--- src/rtl/md4_pkg.sv ---
// ----------------------------------------------------------------------------
// md4_pkg
// shared constants, control types and step tables for the md4 digest core
// ----------------------------------------------------------------------------
package md4_pkg;

   localparam int WORD_W     = 32;
   localparam int BUF_WORDS  = 16;
   localparam int BUF_ADDR_W = $clog2(BUF_WORDS);
   localparam int STEPS      = 48;
   localparam int STEP_W     = $clog2(STEPS);
   localparam int COUNT_W    = 64;
   localparam int DIGEST_W   = 4 * WORD_W;

   localparam logic [WORD_W-1:0] IV_A = 32'h67452301;
   localparam logic [WORD_W-1:0] IV_B = 32'hEFCDAB89;
   localparam logic [WORD_W-1:0] IV_C = 32'h98BADCFE;
   localparam logic [WORD_W-1:0] IV_D = 32'h10325476;
   localparam logic [WORD_W-1:0] K_R2 = 32'h5A827999;
   localparam logic [WORD_W-1:0] K_R3 = 32'h6ED9EBA1;

   localparam logic [7:0] PAD_MARK = 8'h80;
   localparam logic [5:0] LAST_POS = 6'd63;

   // commands from the byte sequencer to the compression unit
   typedef struct packed {
      logic start;   // block in buffer is complete, begin 48 steps
      logic init;    // reload chaining words with the initial values
   } comp_ctl_type;

   // status back from the compression unit
   typedef struct packed {
      logic busy;
      logic done;    // chaining words updated this cycle
   } comp_stat_type;

   // message word used by a step: round 2 swaps index nibble halves,
   // round 3 bit-reverses the index
   function automatic logic [BUF_ADDR_W-1:0] msg_index(input logic [STEP_W-1:0] step);
      logic [3:0] j;
      j = step[3:0];
      if (step < 6'd16)
         return j;
      else if (step < 6'd32)
         return {j[1:0], j[3:2]};
      else
         return {j[0], j[1], j[2], j[3]};
   endfunction

   function automatic logic [4:0] rot_amount(input logic [STEP_W-1:0] step);
      logic [4:0] amt;
      amt = 5'd3;
      if (step < 6'd16) begin
         case (step[1:0])
            2'd0:    amt = 5'd3;
            2'd1:    amt = 5'd7;
            2'd2:    amt = 5'd11;
            default: amt = 5'd19;
         endcase
      end else if (step < 6'd32) begin
         case (step[1:0])
            2'd0:    amt = 5'd3;
            2'd1:    amt = 5'd5;
            2'd2:    amt = 5'd9;
            default: amt = 5'd13;
         endcase
      end else begin
         case (step[1:0])
            2'd0:    amt = 5'd3;
            2'd1:    amt = 5'd9;
            2'd2:    amt = 5'd11;
            default: amt = 5'd15;
         endcase
      end
      return amt;
   endfunction

   function automatic logic [WORD_W-1:0] rotl32(input logic [WORD_W-1:0] v,
                                                input logic [4:0] s);
      logic [2*WORD_W-1:0] dbl;
      dbl = {v, v} << s;
      return dbl[2*WORD_W-1:WORD_W];
   endfunction

endpackage

--- src/rtl/md4_ram.sv ---
// ----------------------------------------------------------------------------
// md4_ram
// generic single-write, single-read memory with registered read data
// ----------------------------------------------------------------------------
module md4_ram #(
   parameter int DATA_W = 32,
   parameter int DEPTH  = 16
) (
   input  logic                     clock,
   input  logic                     wr_en,
   input  logic [$clog2(DEPTH)-1:0] wr_addr,
   input  logic [DATA_W-1:0]        wr_data,
   input  logic                     rd_en,
   input  logic [$clog2(DEPTH)-1:0] rd_addr,
   output logic [DATA_W-1:0]        rd_data
);

   logic [DATA_W-1:0] mem_ff [DEPTH];
   logic [DATA_W-1:0] rd_data_ff;

   always_ff @(posedge clock) begin
      if (wr_en) begin
         mem_ff[wr_addr] <= wr_data;
      end
      if (rd_en) begin
         rd_data_ff <= mem_ff[rd_addr];
      end
   end

   assign rd_data = rd_data_ff;

endmodule

--- src/rtl/md4_comp.sv ---
// ----------------------------------------------------------------------------
// md4_comp
// 48-step compression unit, one step per cycle, message words from the buffer
// ----------------------------------------------------------------------------
module md4_comp (
   input  logic                                 clock,
   input  logic                                 reset,
   input  md4_pkg::comp_ctl_type                ctl,
   output md4_pkg::comp_stat_type               stat,
   output logic                                 rd_en,
   output logic [md4_pkg::BUF_ADDR_W-1:0]       rd_addr,
   input  logic [md4_pkg::WORD_W-1:0]           rd_data,
   output logic [md4_pkg::DIGEST_W-1:0]         digest
);

   typedef enum logic [1:0] {IDLE, RUN, FOLD} comp_state_type;

   comp_state_type                state_ff;
   logic [md4_pkg::STEP_W-1:0]    step_ff;
   logic [md4_pkg::WORD_W-1:0]    a_ff, b_ff, c_ff, d_ff;
   logic [md4_pkg::WORD_W-1:0]    h0_ff, h1_ff, h2_ff, h3_ff;
   logic [md4_pkg::WORD_W-1:0]    f_val, sum_val, new_val;
   logic [md4_pkg::STEP_W-1:0]    step_next;

   // round function with its additive constant folded in
   always_comb begin
      if (step_ff < 6'd16)
         f_val = (b_ff & c_ff) | (~b_ff & d_ff);
      else if (step_ff < 6'd32)
         f_val = ((b_ff & c_ff) | (b_ff & d_ff) | (c_ff & d_ff)) + md4_pkg::K_R2;
      else
         f_val = (b_ff ^ c_ff ^ d_ff) + md4_pkg::K_R3;
      sum_val = a_ff + f_val + rd_data;
      new_val = md4_pkg::rotl32(sum_val, md4_pkg::rot_amount(step_ff));
   end

   // read one step ahead so the word arrives with its step
   assign step_next = step_ff + 1'b1;
   assign rd_en     = ctl.start ||
                      (state_ff == RUN && step_ff != md4_pkg::STEPS[md4_pkg::STEP_W-1:0] - 1'b1);
   assign rd_addr   = ctl.start ? '0 : md4_pkg::msg_index(step_next);

   assign stat      = '{busy: (state_ff != IDLE), done: (state_ff == FOLD)};
   assign digest    = {h3_ff, h2_ff, h1_ff, h0_ff};

   always_ff @(posedge clock) begin
      if (reset) begin
         state_ff <= IDLE;
         step_ff  <= '0;
         h0_ff    <= md4_pkg::IV_A;
         h1_ff    <= md4_pkg::IV_B;
         h2_ff    <= md4_pkg::IV_C;
         h3_ff    <= md4_pkg::IV_D;
      end else begin
         case (state_ff)
            IDLE: begin
               if (ctl.init) begin
                  h0_ff <= md4_pkg::IV_A;
                  h1_ff <= md4_pkg::IV_B;
                  h2_ff <= md4_pkg::IV_C;
                  h3_ff <= md4_pkg::IV_D;
               end
               if (ctl.start) begin
                  a_ff     <= h0_ff;
                  b_ff     <= h1_ff;
                  c_ff     <= h2_ff;
                  d_ff     <= h3_ff;
                  step_ff  <= '0;
                  state_ff <= RUN;
               end
            end
            RUN: begin
               // rotate roles: next step updates the old d
               a_ff    <= d_ff;
               b_ff    <= new_val;
               c_ff    <= b_ff;
               d_ff    <= c_ff;
               step_ff <= step_next;
               if (step_ff == md4_pkg::STEPS[md4_pkg::STEP_W-1:0] - 1'b1) begin
                  state_ff <= FOLD;
               end
            end
            FOLD: begin
               h0_ff    <= h0_ff + a_ff;
               h1_ff    <= h1_ff + b_ff;
               h2_ff    <= h2_ff + c_ff;
               h3_ff    <= h3_ff + d_ff;
               state_ff <= IDLE;
            end
            default: state_ff <= IDLE;
         endcase
      end
   end

   a_start_idle: assert property (@(posedge clock) disable iff (reset)
      ctl.start |-> state_ff == IDLE)
      else $error("compression started while busy");

   a_step_range: assert property (@(posedge clock) disable iff (reset)
      state_ff == RUN |-> step_ff < md4_pkg::STEPS[md4_pkg::STEP_W-1:0])
      else $error("step counter past last step");

endmodule

--- src/rtl/md4_message_digest_core.sv ---
// ----------------------------------------------------------------------------
// md4_message_digest_core
// md4 hash of a byte stream, one message byte per input word
// ----------------------------------------------------------------------------
// usage:
//   req channel carries one message byte per word in req_tdata; req_tuser
//   says the byte is real, req_tlast closes the message. a word with
//   req_tlast high and req_tuser low finishes without a byte (empty message
//   right after reset is allowed). a word with both low does nothing.
//   rsp channel carries one word per message: the four chaining words,
//   word 0 in the low 32 bits, each holding digest bytes little-endian.
// throughput:
//   bytes are taken one per cycle. the 64th byte of a block starts the
//   compression unit (48 steps plus a fold state), so req_tready is low
//   while every block compresses.
// finishing:
//   after the last word one pad byte is placed per cycle (9 to 72 bytes),
//   paused while each full pad block compresses; rsp_tvalid rises after
//   the block holding the bit length has compressed.
// reset and stall:
//   reset restores the initial chaining words and a zero byte count. the
//   result waits in an output register while rsp_tready is low and the next
//   message is taken meanwhile; only a second digest waits for it.
// ----------------------------------------------------------------------------
module md4_message_digest_core (
   input  logic                          clock,
   input  logic                          reset,
   input  logic                          req_tvalid,
   output logic                          req_tready,
   input  logic [7:0]                    req_tdata,   // data_byte
   input  logic                          req_tuser,   // byte_present
   input  logic                          req_tlast,   // last_item
   output logic                          rsp_tvalid,
   input  logic                          rsp_tready,
   output logic [md4_pkg::DIGEST_W-1:0]  rsp_tdata    // digest_word_0..3
);

   typedef enum logic [1:0] {COLLECT, COMPRESS, PAD, EMIT} seq_state_type;

   seq_state_type                   state_ff, state_in;
   logic [md4_pkg::COUNT_W-1:0]     count_ff, count_in, count_plus;
   logic [md4_pkg::COUNT_W-1:0]     bits_ff, bits_in;
   logic [md4_pkg::WORD_W-1:0]      word_ff, word_in;
   logic                            finishing_ff, finishing_in;
   logic                            sent80_ff, sent80_in;
   logic                            fill_ff, fill_in;
   logic                            len_done_ff, len_done_in;
   logic                            rsp_valid_ff, rsp_valid_in;
   logic [md4_pkg::DIGEST_W-1:0]    rsp_data_ff, rsp_data_in;

   logic                            absorb_en;
   logic [7:0]                      absorb_byte;
   logic [5:0]                      pos;
   logic                            wr_en;
   logic                            rd_en;
   logic [md4_pkg::BUF_ADDR_W-1:0]  rd_addr;
   logic [md4_pkg::WORD_W-1:0]      rd_data;
   logic [md4_pkg::DIGEST_W-1:0]    digest;
   md4_pkg::comp_ctl_type           comp_ctl;
   md4_pkg::comp_stat_type          comp_stat;

   assign pos        = count_ff[5:0];
   assign count_plus = count_ff + md4_pkg::COUNT_W'(req_tuser);
   assign req_tready = (state_ff == COLLECT);
   assign rsp_tvalid = rsp_valid_ff;
   assign rsp_tdata  = rsp_data_ff;

   always_comb begin
      state_in     = state_ff;
      count_in     = count_ff;
      bits_in      = bits_ff;
      word_in      = word_ff;
      finishing_in = finishing_ff;
      sent80_in    = sent80_ff;
      fill_in      = fill_ff;
      len_done_in  = len_done_ff;
      rsp_data_in  = rsp_data_ff;
      rsp_valid_in = rsp_valid_ff && !rsp_tready;
      absorb_en    = 1'b0;
      absorb_byte  = req_tdata;
      comp_ctl     = '0;
      wr_en        = 1'b0;

      case (state_ff)
         COLLECT: begin
            if (req_tvalid) begin
               absorb_en = req_tuser;
               if (req_tlast) begin
                  // bit length covers the closing byte if there is one
                  finishing_in = 1'b1;
                  bits_in      = {count_plus[md4_pkg::COUNT_W-4:0], 3'b000};
                  state_in     = PAD;
               end
            end
         end
         COMPRESS: begin
            if (comp_stat.done) begin
               if (len_done_ff)
                  state_in = EMIT;
               else if (finishing_ff)
                  state_in = PAD;
               else
                  state_in = COLLECT;
            end
         end
         PAD: begin
            absorb_en = 1'b1;
            sent80_in = 1'b1;
            if (!sent80_ff) begin
               absorb_byte = md4_pkg::PAD_MARK;
               // marker landed in the length slot: the rest of this block is zero fill
               if (pos[5:3] == 3'b111) fill_in = 1'b1;
            end else if (pos[5:3] == 3'b111 && !fill_ff) begin
               absorb_byte = bits_ff[{pos[2:0], 3'b000} +: 8];
               if (pos == md4_pkg::LAST_POS) len_done_in = 1'b1;
            end else begin
               absorb_byte = 8'h00;
            end
            if (pos == md4_pkg::LAST_POS) fill_in = 1'b0;
         end
         EMIT: begin
            if (!rsp_valid_ff || rsp_tready) begin
               rsp_valid_in  = 1'b1;
               rsp_data_in   = digest;
               comp_ctl.init = 1'b1;
               count_in      = '0;
               finishing_in  = 1'b0;
               sent80_in     = 1'b0;
               fill_in       = 1'b0;
               len_done_in   = 1'b0;
               state_in      = COLLECT;
            end
         end
         default: state_in = COLLECT;
      endcase

      // shared byte path: merge into the word, write it out on its top lane
      if (absorb_en) begin
         count_in                       = count_ff + 1'b1;
         word_in[{pos[1:0], 3'b000} +: 8] = absorb_byte;
         wr_en                          = (pos[1:0] == 2'b11);
         if (pos == md4_pkg::LAST_POS) begin
            comp_ctl.start = 1'b1;
            state_in       = COMPRESS;
         end
      end
   end

   always_ff @(posedge clock) begin
      if (reset) begin
         state_ff     <= COLLECT;
         count_ff     <= '0;
         finishing_ff <= 1'b0;
         sent80_ff    <= 1'b0;
         fill_ff      <= 1'b0;
         len_done_ff  <= 1'b0;
         rsp_valid_ff <= 1'b0;
      end else begin
         state_ff     <= state_in;
         count_ff     <= count_in;
         finishing_ff <= finishing_in;
         sent80_ff    <= sent80_in;
         fill_ff      <= fill_in;
         len_done_ff  <= len_done_in;
         rsp_valid_ff <= rsp_valid_in;
      end
      bits_ff     <= bits_in;
      word_ff     <= word_in;
      rsp_data_ff <= rsp_data_in;
   end

   md4_ram #(
      .DATA_W (md4_pkg::WORD_W),
      .DEPTH  (md4_pkg::BUF_WORDS)
   ) u_block_buf (
      .clock   (clock),
      .wr_en   (wr_en),
      .wr_addr (pos[5:2]),
      .wr_data (word_in),
      .rd_en   (rd_en),
      .rd_addr (rd_addr),
      .rd_data (rd_data)
   );

   md4_comp u_comp (
      .clock   (clock),
      .reset   (reset),
      .ctl     (comp_ctl),
      .stat    (comp_stat),
      .rd_en   (rd_en),
      .rd_addr (rd_addr),
      .rd_data (rd_data),
      .digest  (digest)
   );

   a_no_take_while_busy: assert property (@(posedge clock) disable iff (reset)
      req_tready |-> !comp_stat.busy)
      else $error("input taken while compression runs");

   a_length_block_aligned: assert property (@(posedge clock) disable iff (reset)
      (comp_stat.done && len_done_ff) |-> count_ff[5:0] == 6'd0)
      else $error("length block did not end on a block boundary");

   a_pad_only_finishing: assert property (@(posedge clock) disable iff (reset)
      state_ff == PAD |-> finishing_ff)
      else $error("padding without a closing word");

endmodule

--- config.mk ---
export PLATFORM = sky130hd
export DESIGN_NAME = md4_message_digest_core
export DESIGN_NICKNAME = d
export VERILOG_FILES = /design/src/rtl/md4_pkg.sv /design/src/rtl/md4_ram.sv /design/src/rtl/md4_comp.sv /design/src/rtl/md4_message_digest_core.sv
export SDC_FILE = /design/constraint.sdc
export NUM_CORES = 2
export LEC_CHECK = 0
export BUFFER_PORTS_ARGS = -buffer_cell sky130_fd_sc_hd__clkbuf_2
export CAP_MARGIN = 15
export CORE_UTILIZATION = 60
export CTS_CLUSTER_DIAMETER = 50
export DETAILED_ROUTE_END_ITERATION = 7
export GPL_ROUTABILITY_DRIVEN = 0
export PLACE_DENSITY = 0.82
export SYNTH_ARGS = -nofsm -noshare
export SYNTH_HDL_FRONTEND = slang
export SYNTH_HIERARCHICAL = 1
export SYNTH_SLANG_ARGS = --single-unit
--- constraint.sdc ---
create_clock -name clock -period 14.89 [get_ports clock]
set_clock_uncertainty 0.2 [all_clocks]
set_input_delay 0.7445 -clock clock [delete_from_list [all_inputs] [get_ports clock]]
set_output_delay 0.7445 -clock clock [all_outputs]
set_load 0.05 [all_outputs]
==> implementation parameters <==
Parameter                              Value

Placement
  Placed Instances    between 5,000 and 6,000
  Port buffer count    143
  Final HPWL DP    a little under 100,000 um
  Post-Place Cell Area    between 50,000 and 60,000 um^2

Clock network
  Number of cells upsized or downsized after cts    0
  Insertion delay of the later-clocked pin in the worst-skew pair    about 0.73 ns
  CTS sink cnt    1,097
  CTS Hold Bufs    0
  TritonCTS clock tree    built
  Number of CTS-inserted buffers    about 110
  Root Buffer Master    sky130_fd_sc_hd__clkbuf_16
  Clock-pin transition on the worst setup and hold timing paths    roughly 0.06 ns
  Max H-tree Level    3
  Post-CTS Repair Setup Buffers    0
  Buffer levels on the longest clock path    3

Final layout
  Area growth syn-to-layout    10.5%
  Count of non-filler cells in the finished layout    5,822
  Final Net Count    between 4,000 and 5,000
  Finished layout cell area    roughly 60,000 um^2
  Fraction of final layout cells with drive strength greater than 1    0.142
  Core utilization of the finished layout    0.672

Synthesis
  Syn nets    4,697
  Cell area after synthesis    between 50,000 and 60,000 um^2
  Synthesized instance count    roughly 4,400
  Number of warnings issued by yosys    6
  Average size of a mapped cell    12.3 um^2

Critical path
  Arrival time of the worst setup path    ~7.9 ns
  Worst Path Buf+Inv    0
  R2r startpoint    u_comp/b_ff[1]
  Highest-delay cell along the critical path    sky130_fd_sc_hd__a21oi_1
  Critical setup path kind    flip-flop to flip-flop
  Most frequent CP cell    sky130_fd_sc_hd__a21oi_1
  Critical Path Fanout Max    8
  Startpoint type of the worst setup path    flip-flop
  Kind of cell adding the most delay to the critical path    compound AO/OA/AOI/OAI gates
  Worst path max stage delay    0.57 ns
  CP Launch Point    u_comp/b_ff[1]
  Crit path required time    ~15 ns
  Worst Setup End Kind    flip-flop

Route
  Sum of routed wire length over all layers    between 150,000 and 200,000 um
  Violation count after the first detailed-route iteration    roughly 5,100
  Vias after detailed routing    39,300
  DRC violations left    0
  Per-cell routed wire length    between 20 and 30 um
  Antenna viol nets, final    0
  DR vias/cell    about 6.8
  Detailed-routing iteration count for the pre-antenna-repair pass    6

Die
  Placeable Area    approximately 90,000 um^2
  Starting density of the core    0.608
  Die Ht    just over 300 um
  Number of top-level pins    ~140
  Area enclosed by the die boundary    92,700 um^2
  Die Width    slightly above 300 um
  Number of core rows    110

GRT
  Number of global-route vias before repair    38,300
  First-pass GRT wire length    about 230,000 um
  Leftover overflow at the end of global routing    0
  Total Routing Usage GR    0.323
  Maximum number of pins on one net before global-route repair    84
  Number of antenna violations at the first check in global routing    5

Power
  Cell Pwr Density    slightly above 100 nW/um^2
  Peak supply drop    between 0.1 and 0.15 mV
  Lkg Pwr    22.5 nW

Timing
  Max-slew violations    0
  Normalized max-slew margin    0.268
  Count of final setup violators    0
  Final hold violations    0
  Transition time at the pin with the least slew margin    ~1.1 ns
  RSZ-0062 raised after global routing    no
  Setup TNS Final    0 ns
  Maximum operating frequency    0.130 GHz
  Period minus WS final    7.71 ns
  Final period utilization    0.518

Hold path
  Class of the most critical hold timing path    input pin to flip-flop
  Startpoint of the most critical hold path    req_tuser

Run status
  Result of the run    finished, final reports clean

Flow run
  Max-capacitance violation count    0
layout by cell type, fill, tap and decap left out, types with 68 or more instances in the layout:
master                      instances
sky130_fd_sc_hd__xor2_1            97
sky130_fd_sc_hd__a22oi_1          113
sky130_fd_sc_hd__clkbuf_2         142
sky130_fd_sc_hd__a21oi_1          227
sky130_fd_sc_hd__nand2_1          481
sky130_fd_sc_hd__nor2_1           276
sky130_fd_sc_hd__inv_1            100
sky130_fd_sc_hd__mux4_2           142
sky130_fd_sc_hd__clkbuf_16        115
sky130_fd_sc_hd__nand2b_1          82
sky130_fd_sc_hd__ha_1             168
sky130_fd_sc_hd__xnor2_1          150
sky130_fd_sc_hd__fa_1              68
sky130_fd_sc_hd__nand3_1           92
sky130_fd_sc_hd__mux2i_1           70
sky130_fd_sc_hd__a21o_1            91
sky130_fd_sc_hd__edfxtp_1         861
sky130_fd_sc_hd__dfxtp_1          234
sky130_fd_sc_hd__o21ai_0          152
sequential cells by signal (all words and copies together), names as in the netlist, 61 cells and up:
name and count:
u_block_buf/mem_ff 512, rsp_tdata 128, bits_ff 61, count_ff 61
power breakdown:
group          leakage (nW)  total (mW)  switching, mW  internal (mW)
registers              10.3        3.31        0.00548           3.31
logic                  10.4      0.0975         0.0746         0.0229
clock network          1.84        2.89           1.24           1.65
total                  22.5        6.30           1.32           4.98
per-layer routing:
layer  global-route usage  up-vias  wire length [um]
met5                    0        -                13
met4                0.163        2              8500
met3               0.0573      521             16500
met2                0.524     2616             71500
met1                0.419    19100             54600
li1                     -    17100                 -
per-stage QoR:
stage / hold slack (ns) / worst slack [ns] / power (mW)
floorplan: 0.208 / 7.24 / 3.43
global placement: 0.222 / 7.56 / 3.46
detailed placement: 0.228 / 7.41 / 3.47
CTS: 0.152 / 7.37 / 6.32
global route: 0.163 / 6.71 / 6.44
finish: 0.178 / 7.18 / 6.30
cell type report:
| class | count | area, um^2 |
|---|---|---|
| diodes | 1 | 2.50 |
| clock buffers | 144 | 3040 |
| clock inverters | 65 | 759 |
| fillers | 6149 | 29600 |
| inverters | 104 | 395 |
| multi-input cells | 3031 | 23200 |
| flip-flops and latches | 1097 | 30600 |
| well taps | 1176 | 1470 |
| repair buffers | 204 | 1190 |
path summary, 6_finish.rpt:
path	to	slack, ns	depth (start not counted)
min	bits_ff[3]	0.18	2
max	u_comp/b_ff[6]	7.18	25
min reg2reg	rsp_tdata[31]	0.24	0
max reg2reg	u_comp/b_ff[6]	7.18	25
No activity file was read; power rests on OpenSTA's default activity.
